--- src/sv/frame_pacer_rate_meter_assert.svh ---
// Assertion macros for the frame pacer and rate meter.
`ifndef FRAME_PACER_RATE_METER_ASSERT_SVH
`define FRAME_PACER_RATE_METER_ASSERT_SVH

// Same-cycle implication, checked out of reset.
`define FPRM_ASSERT_IMP(lbl, ante, cons, msg) \
    lbl: assert property (@(posedge i_clk) disable iff (!i_rst_n) (ante) |-> (cons)) \
        else $error(msg);

// Next-cycle implication, checked out of reset.
`define FPRM_ASSERT_NXT(lbl, ante, cons, msg) \
    lbl: assert property (@(posedge i_clk) disable iff (!i_rst_n) (ante) |=> (cons)) \
        else $error(msg);

`endif

--- src/sv/fprm_pkg.sv ---
// Shared constants and types for the frame pacer and rate meter.
package fprm_pkg;

    localparam int WINDOW_FRAMES = 10;
    localparam int IDX_W         = $clog2(WINDOW_FRAMES);
    localparam int TIME_W        = 32;
    localparam int RATE_W        = 16;
    localparam int STEP_W        = 6;
    localparam int WAIT_W        = 16;
    localparam int RATE_NUM      = 1000 * WINDOW_FRAMES;
    localparam int NUM_W         = $clog2(RATE_NUM + 1);
    localparam int CNT_W         = $clog2(NUM_W + 1);

    localparam logic [RATE_W-1:0] RATE_MAX   = '1;
    localparam logic [STEP_W-1:0] STEP_CLAMP = STEP_W'(50);
    localparam logic [WAIT_W-1:0] WAIT_RESET = WAIT_W'(16);

    typedef struct packed {
        logic              start;
        logic [TIME_W-1:0] divisor;
    } t_div_req;

    typedef struct packed {
        logic             busy;
        logic             done;
        logic [NUM_W-1:0] quot;
    } t_div_rsp;

endpackage

--- src/sv/fprm_ram.sv ---
// Generic single-write, single-read RAM with registered read data.
module fprm_ram #(
    parameter int WIDTH = 32,
    parameter int DEPTH = 16
) (
    input  logic                     i_clk,
    input  logic                     i_we,
    input  logic [$clog2(DEPTH)-1:0] i_waddr,
    input  logic [WIDTH-1:0]         i_wdata,
    input  logic [$clog2(DEPTH)-1:0] i_raddr,
    output logic [WIDTH-1:0]         o_rdata
);

    logic [WIDTH-1:0] r_mem [DEPTH];

    always_ff @(posedge i_clk) begin
        if (i_we) begin
            r_mem[i_waddr] <= i_wdata;
        end
        o_rdata <= r_mem[i_raddr];
    end

endmodule

--- src/sv/fprm_div.sv ---
// Bit-serial restoring divider: fixed rate numerator over a 32-bit span.
module fprm_div
    import fprm_pkg::*;
(
    input  logic     i_clk,
    input  logic     i_rst_n,
    input  t_div_req i_req,
    output t_div_rsp o_rsp
);

    typedef enum logic {
        D_IDLE,
        D_RUN
    } t_dstate;

    t_dstate           r_state;
    logic [CNT_W-1:0]  r_cnt;
    logic [TIME_W-1:0] r_dvs;
    logic [TIME_W-1:0] r_rem;
    logic [NUM_W-1:0]  r_quot;
    logic              r_done;

    logic [TIME_W:0]   trial;
    logic              fits;
    logic [TIME_W:0]   diff;

    always_comb begin
        trial = {r_rem, r_quot[NUM_W-1]};
        diff  = trial - {1'b0, r_dvs};
        fits  = (trial >= {1'b0, r_dvs});
    end

    always_ff @(posedge i_clk) begin
        if (!i_rst_n) begin
            r_state <= D_IDLE;
            r_done  <= 1'b0;
            r_cnt   <= '0;
        end else begin
            r_done <= 1'b0;
            unique case (r_state)
                D_IDLE: begin
                    if (i_req.start) begin
                        r_dvs   <= i_req.divisor;
                        r_rem   <= '0;
                        r_quot  <= NUM_W'(RATE_NUM);
                        r_cnt   <= CNT_W'(NUM_W);
                        r_state <= D_RUN;
                    end
                end
                D_RUN: begin
                    // one quotient bit per cycle, MSB first
                    r_rem  <= fits ? diff[TIME_W-1:0] : trial[TIME_W-1:0];
                    r_quot <= {r_quot[NUM_W-2:0], fits};
                    r_cnt  <= r_cnt - CNT_W'(1);
                    if (r_cnt == CNT_W'(1)) begin
                        r_done  <= 1'b1;
                        r_state <= D_IDLE;
                    end
                end
                default: r_state <= D_IDLE;
            endcase
        end
    end

    assign o_rsp.busy = (r_state == D_RUN);
    assign o_rsp.done = r_done;
    assign o_rsp.quot = r_quot;

endmodule

--- src/sv/frame_pacer_rate_meter.sv ---
// Frame pacer and moving-window frame rate meter, top level.
//
//  channel  | handshake                   | payload
//  ---------+-----------------------------+--------------------------------------
//  poll in  | i_in_valid / o_in_stall     | i_now_msec
//  result   | o_out_valid / i_out_stall   | o_accepted o_frame_rate o_span_zero
//           |                             | o_delta_msec o_step_msec
//  config   | i_cfg_we                    | i_cfg_wdata (wait_msec)
//
// A rejected poll goes from accept through S_RDNEW and S_DONE to the result; an
// accepted one also passes S_RDOLD and waits in S_DIV for the serial divider, or
// skips S_DIV when the window span is zero and the divider is not started.
// Two window reads go through the single read port of the timestamp RAM.
// Reset is synchronous; per-entry valid bits make unwritten slots read as zero.
// A stalled result is held; the next poll is taken while it waits.
module frame_pacer_rate_meter
    import fprm_pkg::*;
(
    input  logic              i_clk,
    input  logic              i_rst_n,
    input  logic              i_cfg_we,
    input  logic [WAIT_W-1:0] i_cfg_wdata,
    input  logic              i_in_valid,
    output logic              o_in_stall,
    input  logic [TIME_W-1:0] i_now_msec,
    output logic              o_out_valid,
    input  logic              i_out_stall,
    output logic              o_accepted,
    output logic [RATE_W-1:0] o_frame_rate,
    output logic              o_span_zero,
    output logic [TIME_W-1:0] o_delta_msec,
    output logic [STEP_W-1:0] o_step_msec
);

    `include "frame_pacer_rate_meter_assert.svh"

    typedef enum logic [2:0] {
        S_IDLE,
        S_RDNEW,
        S_RDOLD,
        S_DIV,
        S_DONE
    } t_state;

    t_state               r_state;
    logic [WAIT_W-1:0]    r_wait;
    logic [TIME_W-1:0]    r_now;
    logic [IDX_W-1:0]     r_head;
    logic [IDX_W-1:0]     r_newest;
    logic [WINDOW_FRAMES-1:0] r_vld;
    logic [RATE_W-1:0]    r_rate;
    logic                 r_acc;
    logic                 r_zero;
    logic [TIME_W-1:0]    r_delta;
    logic [STEP_W-1:0]    r_step;

    logic                 in_take;
    logic [IDX_W-1:0]     rd_sel;
    logic [IDX_W-1:0]     ram_raddr;
    logic [TIME_W-1:0]    ram_rdata;
    logic [TIME_W-1:0]    stamp;
    logic [TIME_W-1:0]    diff;
    logic                 ram_we;
    logic [IDX_W-1:0]     n_head;
    logic [TIME_W-1:0]    q_ext;
    logic [RATE_W-1:0]    q_rate;
    t_div_req             div_req;
    t_div_rsp             div_rsp;

    assign o_in_stall = (r_state != S_IDLE);
    assign in_take    = i_in_valid && !o_in_stall;

    always_comb begin
        // read newest on accept, oldest while checking the newest
        ram_raddr = (r_state == S_RDNEW) ? r_head : r_newest;
        rd_sel    = (r_state == S_RDOLD) ? r_head : r_newest;
        stamp     = r_vld[rd_sel] ? ram_rdata : '0;
        // shared subtractor: elapsed time, then window span
        diff      = r_now - stamp;
        ram_we    = (r_state == S_RDOLD);
        n_head    = (r_head == IDX_W'(WINDOW_FRAMES - 1)) ? '0 : r_head + IDX_W'(1);
        div_req.start   = (r_state == S_RDOLD) && (diff != '0);
        div_req.divisor = diff;
        q_ext  = TIME_W'(div_rsp.quot);
        q_rate = (q_ext > TIME_W'(RATE_MAX)) ? RATE_MAX : q_ext[RATE_W-1:0];
    end

    fprm_ram #(
        .WIDTH (TIME_W),
        .DEPTH (WINDOW_FRAMES)
    ) u_ram (
        .i_clk   (i_clk),
        .i_we    (ram_we),
        .i_waddr (r_head),
        .i_wdata (r_now),
        .i_raddr (ram_raddr),
        .o_rdata (ram_rdata)
    );

    fprm_div u_div (
        .i_clk   (i_clk),
        .i_rst_n (i_rst_n),
        .i_req   (div_req),
        .o_rsp   (div_rsp)
    );

    always_ff @(posedge i_clk) begin
        if (!i_rst_n) begin
            r_wait      <= WAIT_RESET;
            r_state     <= S_IDLE;
            r_head      <= '0;
            r_newest    <= IDX_W'(WINDOW_FRAMES - 1);
            r_vld       <= '0;
            r_rate      <= '0;
            o_out_valid <= 1'b0;
        end else begin
            if (i_cfg_we) begin
                r_wait <= i_cfg_wdata;
            end
            if (r_state == S_DONE && (!o_out_valid || !i_out_stall)) begin
                o_out_valid <= 1'b1;
            end else if (o_out_valid && !i_out_stall) begin
                o_out_valid <= 1'b0;
            end
            unique case (r_state)
                S_IDLE: begin
                    if (in_take) begin
                        r_now   <= i_now_msec;
                        r_state <= S_RDNEW;
                    end
                end
                S_RDNEW: begin
                    r_delta <= (stamp == '0) ? '0 : diff;
                    r_step  <= (stamp == '0) ? '0 :
                               (diff > TIME_W'(STEP_CLAMP)) ? STEP_CLAMP : diff[STEP_W-1:0];
                    r_zero  <= 1'b0;
                    if (diff >= TIME_W'(r_wait)) begin
                        r_acc   <= 1'b1;
                        r_state <= S_RDOLD;
                    end else begin
                        r_acc   <= 1'b0;
                        r_state <= S_DONE;
                    end
                end
                S_RDOLD: begin
                    // record the frame over the oldest slot and advance
                    r_vld[r_head] <= 1'b1;
                    r_newest      <= r_head;
                    r_head        <= n_head;
                    if (diff == '0) begin
                        r_rate  <= RATE_MAX;
                        r_zero  <= 1'b1;
                        r_state <= S_DONE;
                    end else begin
                        r_state <= S_DIV;
                    end
                end
                S_DIV: begin
                    if (div_rsp.done) begin
                        r_rate  <= q_rate;
                        r_state <= S_DONE;
                    end
                end
                S_DONE: begin
                    if (!o_out_valid || !i_out_stall) begin
                        r_state <= S_IDLE;
                    end
                end
                default: r_state <= S_IDLE;
            endcase
        end
    end

    // result payload, loaded only when the output slot is free
    always_ff @(posedge i_clk) begin
        if (r_state == S_DONE && (!o_out_valid || !i_out_stall)) begin
            o_accepted   <= r_acc;
            o_frame_rate <= r_rate;
            o_span_zero  <= r_zero;
            o_delta_msec <= r_delta;
            o_step_msec  <= r_step;
        end
    end

    `FPRM_ASSERT_NXT(a_take_starts_read, in_take, r_state == S_RDNEW,
        "accepted poll did not start the window read")
    `FPRM_ASSERT_IMP(a_div_done_in_div, div_rsp.done, r_state == S_DIV,
        "divider finished outside the divide step")
    `FPRM_ASSERT_IMP(a_zero_needs_acc, o_out_valid && o_span_zero, o_accepted,
        "zero span flagged on a rejected poll")
    `FPRM_ASSERT_IMP(a_step_clamped, o_out_valid, o_step_msec <= STEP_CLAMP,
        "step exceeds clamp")
    `FPRM_ASSERT_IMP(a_div_busy_state, div_rsp.busy, r_state == S_DIV,
        "divider running outside the divide step")

endmodule
--- config.mk ---
export PLATFORM = sky130hd
export DESIGN_NAME = frame_pacer_rate_meter
export DESIGN_NICKNAME = d
export VERILOG_FILES = /design/src/sv/fprm_pkg.sv /design/src/sv/fprm_ram.sv /design/src/sv/fprm_div.sv /design/src/sv/frame_pacer_rate_meter.sv
export VERILOG_INCLUDE_DIRS = /design/src /design/src/sv
export SDC_FILE = /design/constraint.sdc
export NUM_CORES = 1
export LEC_CHECK = 0
export BUFFER_PORTS_ARGS = -buffer_cell sky130_fd_sc_hd__buf_2
export CORE_MARGIN = 2
export CORE_UTILIZATION = 29
export CTS_CLUSTER_DIAMETER = 40
export DETAILED_ROUTE_END_ITERATION = 16
export PLACE_DENSITY = 0.46
export SETUP_SLACK_MARGIN = 0.3
export SYNTH_ARGS = -nofsm -noshare
export SYNTH_HDL_FRONTEND = slang
export SYNTH_SLANG_ARGS = --single-unit
--- constraint.sdc ---
create_clock -name i_clk -period 19.9 [get_ports i_clk]
set_input_delay 1.99 -clock i_clk [delete_from_list [all_inputs] [get_ports i_clk]]
set_output_delay 1.99 -clock i_clk [all_outputs]
set_load 0.02 [all_outputs]
## Word level (Yosys, flattened, before mapping)

Memory sizes are Yosys's and may differ from the RTL's. A register that Yosys moved wholly into a read port is not among the register bits.
Index checks and enable logic that the tools add are counted.

- Register bits after elaboration: 266
- Bits in writable memories: 320
- Bits of input ports: 53
- Output and inout port bits: 58
- Logic and storage cells: 110
- Memories: 1

- Add/subtract/negate cells: 4
- $lt $le $gt $ge: 6
- Eq/ne operators: 11
- Mux-type cells: 36
- Bitwise gates (word level): 2
- Reductions and logical operators: 26

Memories:

| name | words | width | read ports | clocked after Yosys merged registers in | wr ports | RTL line | text |
|---|---|---|---|---|---|---|---|
| u_ram.r_mem | 10 | 32 | 1 | 1 | 1 | fprm_ram.sv:14 | `logic [WIDTH-1:0] r_mem [DEPTH];` |

Operators with widths:

| operator | count |
|---|---|
| $mux 32 | 3 |
| $logic_not 32->1 | 2 |
| $pmux 32 s2 | 1 |
| $sub 32x32->32 | 2 |
| $ge 33x32->1 | 1 |
| $ge 32x16->1 | 1 |
| $gt 32x6->1 const B | 1 |
| $mux 16 | 2 |
| $pmux 16 s2 | 1 |
| $reduce_bool 32->1 | 1 |
| $pmux 14 s2 | 1 |
| $mux 4 | 4 |
| $mux 3 | 5 |
| $pmux 3 s5 | 1 |
| $reduce_and 3->1 | 5 |
| $mux 14 | 1 |
| $mux 1 | 11 |
| $lt 4x5->1 const B | 2 |
| $or 10x10->10 | 1 |
| $pmux 4 s2 | 1 |
| $eq 3x2->1 const B | 2 |
| $mux 6 | 1 |
| $ne 2x1->1 const B | 3 |
| $reduce_and 2->1 | 3 |
| 19 further kinds | 29 |

## Logic depth before layout (Yosys ltp)

Gate-level depths: netlist of the first run.

- Depth after elaboration: 10
- Depth in mapped cells: 25
- Gate-level depth less buffers: 23

## Modules after synthesis

A second synthesis of the first run with hierarchy kept.

- Cell total of the unflattened synthesis: 2094
- Area total of the unflattened synthesis: 27989.3 um^2

Modules (own cells, without submodules):

| module | times used | cells each | area each (um^2) | sequential area each (um^2) |
|---|---|---|---|---|
| fprm_ram | 1 | 698 | 13290.2 | 10249.8 |
| frame_pacer_rate_meter | 1 | 913 | 9561.7 | 4874.7 |
| fprm_div | 1 | 483 | 5137.4 | 2462.4 |

## Least setup slack after synthesis of the first run

Ideal clock, no wire load.

- Path kind: register -> register
- From: register r_state[0]
- To: register u_div.r_dvs[0], enable pin
- Library setup time: 0.502 ns
- Arrival time: 7.489 ns
- Data required time: 19.398 ns
- Slack: 11.909 ns
- Cell stages (with the launch flop): 20
- Path buffers: 2
- Clock period less this slack: 7.991 ns
- Cell sequence: dfxtp_1 > or3b_1 > buf_4 > mux2i_4 > mux4_2 > o2bb2a_4 > nand2_1 > clkbuf_1 > nand2_1 > fa_1 > a211oi_1 > o21ai_1 > a22o_1 > a22o_1 > o21a_1 > o41ai_1 > nor3_1 > nand4_1 > nor3_1 > nor4_1

- Word-level cells in the longest chain between the ends: 9

RTL lines:

| element | RTL line | text |
|---|---|---|
| start: declaration | frame_pacer_rate_meter.sv:45 | `t_state r_state;` |
| start signal: assignment | frame_pacer_rate_meter.sv:110 | `r_state <= S_IDLE;` |
| start signal: assignment | frame_pacer_rate_meter.sv:129 | `r_state <= S_RDNEW;` |
| start signal: assignment | frame_pacer_rate_meter.sv:139 | `r_state <= S_RDOLD;` |
| $eq 3x2->1 (*) | frame_pacer_rate_meter.sv:76, frame_pacer_rate_meter.sv:82 |  |
| $mux 4 | - |  |
| $bmux 1 s4 | frame_pacer_rate_meter.sv:77 | `stamp = r_vld[rd_sel] ? ram_rdata : '0;` |
| $mux 1 (not written as such) | frame_pacer_rate_meter.sv:77 |  |
| $mux 32 | frame_pacer_rate_meter.sv:77 |  |
| $sub 32x32->32 | frame_pacer_rate_meter.sv:79 | `diff = r_now - stamp;` |
| $reduce_bool 32->1 | frame_pacer_rate_meter.sv:82 | `div_req.start = (r_state == S_RDOLD) && (diff != '0);` |
| $logic_and 1x1->1 (*) | frame_pacer_rate_meter.sv:82 |  |
| $reduce_and 3->1 (no line) (*) | - |  |
| end signal: assignment | fprm_div.sv:43 | `r_dvs <= i_req.divisor;` |
| end: declaration | fprm_div.sv:18 | `logic [TIME_W-1:0] r_dvs;` |

Mark *: on every way between the ends. The rest lies on a longest branch, timed or not. The select of a mux whose other input is x is not followed.
A chain may end at the register's enable or synchronous reset.

## Final worst setup path of the first run

- From: register r_state[1]
- To: register r_rate[3]

- Word-level cells in the longest chain between the ends: 9
- Elaborated cells on any way between the ends: 13
- Classes of those cells: 1 x add/sub; 4 x eq/ne; 5 x mux; 3 x reduce/logical

RTL lines:

| element | RTL line | text |
|---|---|---|
| $eq 3x2->1 | frame_pacer_rate_meter.sv:76, frame_pacer_rate_meter.sv:125 |  |
| $mux 4 | - |  |
| $bmux 1 s4 | frame_pacer_rate_meter.sv:77 |  |
| $mux 1 (not written as such) | frame_pacer_rate_meter.sv:77 |  |
| $mux 32 | frame_pacer_rate_meter.sv:77 |  |
| $sub 32x32->32 | frame_pacer_rate_meter.sv:79 |  |
| $logic_not 32->1 | frame_pacer_rate_meter.sv:150 | `if (diff == '0) begin` |
| $ne 2x1->1 (no line) | - |  |
| $reduce_and 3->1 (no line) | - |  |
| end signal: assignment | frame_pacer_rate_meter.sv:160 | `r_rate <= q_rate;` |
| end: declaration | frame_pacer_rate_meter.sv:51 | `logic [RATE_W-1:0] r_rate;` |

Parallel ways exist; a longest one is shown, timed or not. The select of a mux whose other input is x is not followed.

==> results of run 1 <==
[power breakdown]
part,leakage (uW),switching [uW],internal [uW]
Clock,0.00185,643,1280
Combinational,0.00461,322,173
Sequential,0.00552,71.5,1500
[routing by layer]
metal	part of all wire (%)	wire length, um	GRT usage, %
met4	2.1	1500	4.58
met3	4.0	2930	2.52
met2	48	34900	24.7
met5	0	0	0
met1	46	33500	19.6
[through the flow]
| stage | utilization [%] | hold WS [ns] |
|---|---|---|
| after global routing | 35.6 | 0.418 |
| final | 35.6 | 0.411 |
| after floorplan | - | 0.400 |
| after CTS | 35.6 | 0.414 |
| after detailed placement | 31.5 | 0.405 |
| after global placement | 31.5 | 0.407 |
[cell usage in the layout, fill, tap and decap left out, types with 9 or more instances in the layout]
master     instances
nand4_1           13
a21oi_4           11
inv_1             90
clkinv_4           9
buf_4             32
xnor2_1           26
clkbuf_16        107
a21boi_0          24
nand2_1          375
buf_2            110
clkbuf_1          18
edfxtp_1         525
a211oi_1          45
nand3_1           92
bufinv_16         20
xor2_1            12
and2_1            65
nor3_1            26
o21a_1            16
and3_1            48
nor2_1           107
dfxtp_1           90
o221ai_1          14
o21bai_1           9
nor2b_1           13
clkinv_2          15
nand2b_1          24
mux2i_1           20
ha_1              83
a21o_1            40
nor4_1            19
o31ai_1            9
o21ai_0           51
a311oi_1          37
a31oi_1           36
a21oi_1          103
[cell type report]
cell class | instances | area [um2]
Tap cell | 1254 | 1570
Timing Repair Buffer | 142 | 791
Inverter | 90 | 338
Multi-Input combinational cell | 1463 | 9200
Clock inverter | 67 | 968
Sequential cell | 616 | 17600
Antenna cell | 2 | 5.00
Fill cell | 9097 | 60200
Clock buffer | 133 | 2860
[worst min-delay path by stage]
| stage | from | endpoint | slack (ns) | cells after the start |
|---|---|---|---|---|
| after floorplan | r_acc | o_accepted | 0.40 | 0 |
| after global placement | r_delta[21] | o_delta_msec[21] | 0.41 | 0 |
| after detailed placement | r_delta[26] | o_delta_msec[26] | 0.40 | 0 |
| after CTS | r_delta[21] | o_delta_msec[21] | 0.41 | 0 |
| after global routing | r_delta[21] | o_delta_msec[21] | 0.42 | 0 |
| final | r_delta[19] | o_delta_msec[19] | 0.41 | 0 |
[state kept, by name (all words and copies together), names as in the netlist, 3 cells and up, named ones only]
name,cells
u_ram.r_mem,320
o_delta_msec,32
r_delta,32
r_now,32
u_div.r_dvs,32
u_div.r_rem,32
u_ram.o_rdata,32
r_wait,16
o_frame_rate,15
r_rate,15
u_div.r_quot,14
r_vld,10
o_step_msec,6
r_step,6
r_head,4
u_div.r_cnt,4
r_newest,3
r_state,3
[cells by family after synthesis]
family | after synthesis
buf+inv | 203
simple gates | 839
flops | 616
fa+ha+maj | 85
xor+xnor | 38
mux | 31
compound gates | 470
[synth_stat cells, types with 14 or more instances]
cell / number / area share, %
edfxtp_1: 525 / 57
nand2_1: 375 / 5.1
nor2_1: 115 / 1.6
a21oi_1: 104 / 1.9
clkbuf_1: 101 / 1.4
nand3_1: 92 / 1.7
dfxtp_1: 91 / 6.6
inv_1: 90 / 1.2
ha_1: 83 / 3.8
and2_1: 65 / 1.5
o21ai_0: 51 / 0.93
and3_1: 49 / 1.1
a211oi_1: 45 / 1.2
a21o_1: 40 / 1.1
a311oi_1: 37 / 1.2
a31oi_1: 36 / 0.82
nor3_1: 29 / 0.53
xnor2_1: 26 / 0.83
a21boi_0: 24 / 0.66
mux2i_1: 24 / 0.88
nand2b_1: 24 / 0.55
nor4_1: 20 / 0.46
o21a_1: 16 / 0.44
o221ai_1: 14 / 0.45
==> metrics.csv, run 1 <==
metric,value,unit
coreArea,93500,um2
p_per_area,120,nW/um2
die_h,311,um
synth_edf_count,525,
power,3990,uW
slowest_delay,1.08,ns
io_pins,111,
grt_setup_unrepaired,false,
syn_area_per_cell,12.0,um2
crit_family,simple AND/OR/NAND/NOR gates,
dp_hpwl,45900,um
synth_top_family_by_area,simple AND/OR/NAND/NOR gates,
reg2reg_to,r_rate[3],
worstMarginPinSlew,1.18,ns
r2r_setup_slack,12.22,ns
setup_viol,0,
irDropWorstVdd,0.0636,mV
ys_ff_latch,616,
antenna_found_initial,0,
wl_per_cell,19.4,um
yosysWarnings,0,
dpl-instance-area,29500,um2
vias_per_cell,4.82,
netlist_area,27400,um2
synth.distinct_cells,81,
finalCriticalPeriod,7.68,ns
cp.required,20.47,ns
setup_tns,0,ns
cp-start-kind,flip-flop,
initial_core_util,29.3,%
post-route-period-util,38.6,%
slew_headroom,21.3,%
cp_common_cell,inv_1,
instances_no_fill,3767,
die_area,97000,um2
grt_max_degree,76,
crit_start,r_state[1],
syn_inst,2282,
grt_pass1_vias,18300,
postRouteAntennaNets,0,
ctsHoldBuffers,0,
clock_sinks,616,
cp_data_arrival_time,8.26,ns
cts_tree,done,
synthMuxAreaShare,1.25,%
critical_path_buf_inv_count,3,
vias,18200,
rows,112,
gr-total-overflow,0,
crit_path_top_delay_cell,or4_1,
initialDrtViolationCount,1000,
clk_pin_slew_worst_paths,0.05,ns
reg2regPathDepth,20,
fin_ws,12.22,ns
drt_wl_total,72900,um
crit_chain,"or3b_1, inv_1, a31oi_1, o2bb2a_4, nand2_1, buf_4, and2_1, ha_1, inv_1, fa_1, a211oi_1, o21ai_1, a22oi_1, o21ai_0, xnor2_1, nand4_1, nor4_1, nand3_1, or4_1, a21oi_1",
post_cts_resized,0,
placed_cells,3565,
synth.yosys.seq_area_share,64.1,%
skew,0.0334,ns
clk_latency,0.67,ns
post-cts-setup-buffers,0,
drc_errors,0,
synth-compound-area-share,12.2,%
status,"complete, no violations",
dr.pass1.iters,5,
grt_use_total,14.8,%
critPathCaptureType,flip-flop,
drive_above_1_share,15.1,%
yosys.area_share.simple,14.4,%
timing.fmax,130,MHz
worstHoldPathType,reg -> reg,
area_growth,21.5,%
async_reset_ff_share,0,%
cts_buffer_depth,3,
synth_xor_area_share,1.21,%
die-width,311,um
crit_fanout,32,
numCtsBuffers,106,
pre_cts_ws,12.22,ns
r2r-start,r_state[1],
synthAdderAreaFrac,3.93,%
fin_area,33300,um2
hold_viol,0,
root_buffer,clkbuf_16,
maxCapViolations,0,
synth_nets,2420,
grt_pass1_wl,111000,um
portBuffers,110,
power_leakage,0.0120,uW
slew_violations,0,
htree_levels,3,
crit_type,reg -> reg,
synth_ff_type,edfxtp_1,
place_congestion,0.827,
nets,2557,
cp.depth,20,
setup.worst_path.end,r_rate[3],
Note: power is estimated with default switching activity, not from simulation.
==> inputs of run 2 (changes only) <==
Clock period 19.9 ns to 7.65 ns, I/O delays scaled along.
==> metrics.csv, run 2 (synthesized netlist as in run 1, its figures left out) <==
metric,value,unit
power.internal,7350,uW
holdPathEnd,r_now[15],
setup_viol,0,
worstHoldPathType,in -> reg,
die_area,97000,um2
crit_fanout,47,
crit_path_top_delay_cell,a311oi_1,
slew_violations,0,
irDropWorstVdd,0.176,mV
cts_buffer_depth,3,
post_cts_resized,0,
power,10100,uW
critical_path_buf_inv_count,3,
slowest_delay,0.62,ns
status,"complete, no violations",
gr-total-overflow,0,
hold_start,i_now_msec[15],
clk_latency,0.68,ns
grt_pass1_wl,111000,um
htree_levels,3,
reg2reg_to,u_div.r_rem[2],
finalCriticalPeriod,6.80,ns
grt_use_total,14.8,%
crit_type,reg -> reg,
worstMarginPinSlew,1.18,ns
worstHoldPathCells,1,
setup_tns,0,ns
post-route-period-util,88.9,%
grt_max_degree,129,
fin_area,33200,um2
vias,18300,
vias_per_cell,4.87,
sw_frac_of_total,27.4,%
post-cts-setup-buffers,0,
layout_commonest_cell,edfxtp_1,
placed_cells,3568,
grt_pass1_vias,18600,
nets,2553,
largest_register,u_ram.r_mem,
reg2regPathDepth,18,
p_per_area,305,nW/um2
cp.depth,18,
ctsHoldBuffers,0,
clk_pin_slew_worst_paths,0.06,ns
combPwrFrac,12.9,%
utilization,35.5,%
skew,0.0430,ns
clock_sinks,616,
portBuffers,110,
die-width,311,um
rows,112,
initial_core_util,29.3,%
maxCapViolations,0,
critPathCaptureType,flip-flop,
cp-start-kind,flip-flop,
drive_above_1_share,15.1,%
io_pins,111,
power_leakage,0.0119,uW
n_fill_cell,9151,
power_switching,2770,uW
drc_errors,0,
final_cell_mix,"edfxtp_1, nand2_1, buf_2",
seqPwrFrac,40.3,%
crit_family,compound AO/OA/AOI/OAI gates,
numCtsBuffers,99,
cp.required,7.96,ns
grt_setup_unrepaired,false,
timing.fmax,147,MHz
hold_viol,0,
dr.pass1.iters,5,
root_buffer,clkbuf_16,
antenna_found_initial,3,
drt_wl_total,73100,um
area_growth,21.0,%
place_congestion,0.848,
initialDrtViolationCount,1283,
cp_data_arrival_time,7.11,ns
r2r-start,r_state[1],
crit_chain,"or3b_1, inv_1, a31oi_1, o2bb2a_4, nand2_1, buf_4, nand2_1, ha_1, a21o_1, a21o_1, a2111oi_0, o21ai_0, o21bai_1, and4b_1, a311oi_1, nand4_1, o41a_2, buf_4",
slew_headroom,20.8,%
largest_reg_flops,320,
cts_tree,done,
r2r_setup_slack,0.85,ns
die_h,311,um
instances_no_fill,3756,
wl_per_cell,19.5,um
dp_hpwl,46600,um
dpl-instance-area,29500,um2
power_frac_clock,46.8,%
coreArea,93500,um2
postRouteAntennaNets,0,
==> run 2: worst reg2reg max path, cell delays in order (launching register included) <==
cell,delay (ns)
dfxtp_1,0.49
or3b_1,0.61
inv_1,0.53
a31oi_1,0.23
o2bb2a_4,0.27
nand2_1,0.17
buf_4,0.27
nand2_1,0.09
ha_1,0.40
a21o_1,0.22
a21o_1,0.19
a2111oi_0,0.41
o21ai_0,0.15
o21bai_1,0.25
and4b_1,0.21
a311oi_1,0.62
nand4_1,0.44
o41a_2,0.50
buf_4,0.34
==> run 2: per-layer routing <==
| layer | vias up | share of wire, % | GRT usage [%] |
|---|---|---|---|
| met2 | 401 | 48 | 25.2 |
| met1 | 8995 | 45 | 19.0 |
| li1 | 8767 | - | - |
| met5 | - | 0.018 | 0 |
| met4 | 2 | 2.7 | 5.18 |
| met3 | 112 | 4.1 | 2.59 |
==> run 2: worst max path at each step <==
stage                           from              to  slack, ns
after floorplan           r_state[0]  u_div.r_dvs[0]       1.01
after global routing      r_state[1]  u_div.r_dvs[1]       0.36
after CTS                 r_state[1]      r_state[2]       0.83
after detailed placement  r_state[1]           r_acc       0.87
after global placement    r_state[1]           r_acc       1.02
final                     r_state[1]  u_div.r_rem[2]       0.85
==> run 2: cell type report <==
cell class / instances / area [um2] / area share [%]
inverters: 90 / 338 / 1.02
multi-input cells: 1463 / 9220 / 27.8
well taps: 1254 / 1570 / 4.73
diodes: 1 / 2.50 / 0.00754
flip-flops and latches: 616 / 17600 / 53.0
clock buffers: 110 / 2590 / 7.81
clock inverters: 77 / 1040 / 3.13
repair buffers: 145 / 826 / 2.49
==> run 2: power by group through the flow <==
stage	registers [uW]	clock network, uW	logic, uW
finish	4080	4740	1300
global route	4100	5000	1450
CTS	4080	4850	1320
detailed placement	4140	0	1310
global placement	4140	0	1290
floorplan	4040	0	926
==> run 2: through the flow <==
step                setup slack [ns]  hold WS [ns]
global route                   0.359         0.231
CTS                            0.833         0.213
global placement                1.02         0.405
finish                         0.849         0.256
detailed placement             0.866         0.405
floorplan                       1.01         0.400
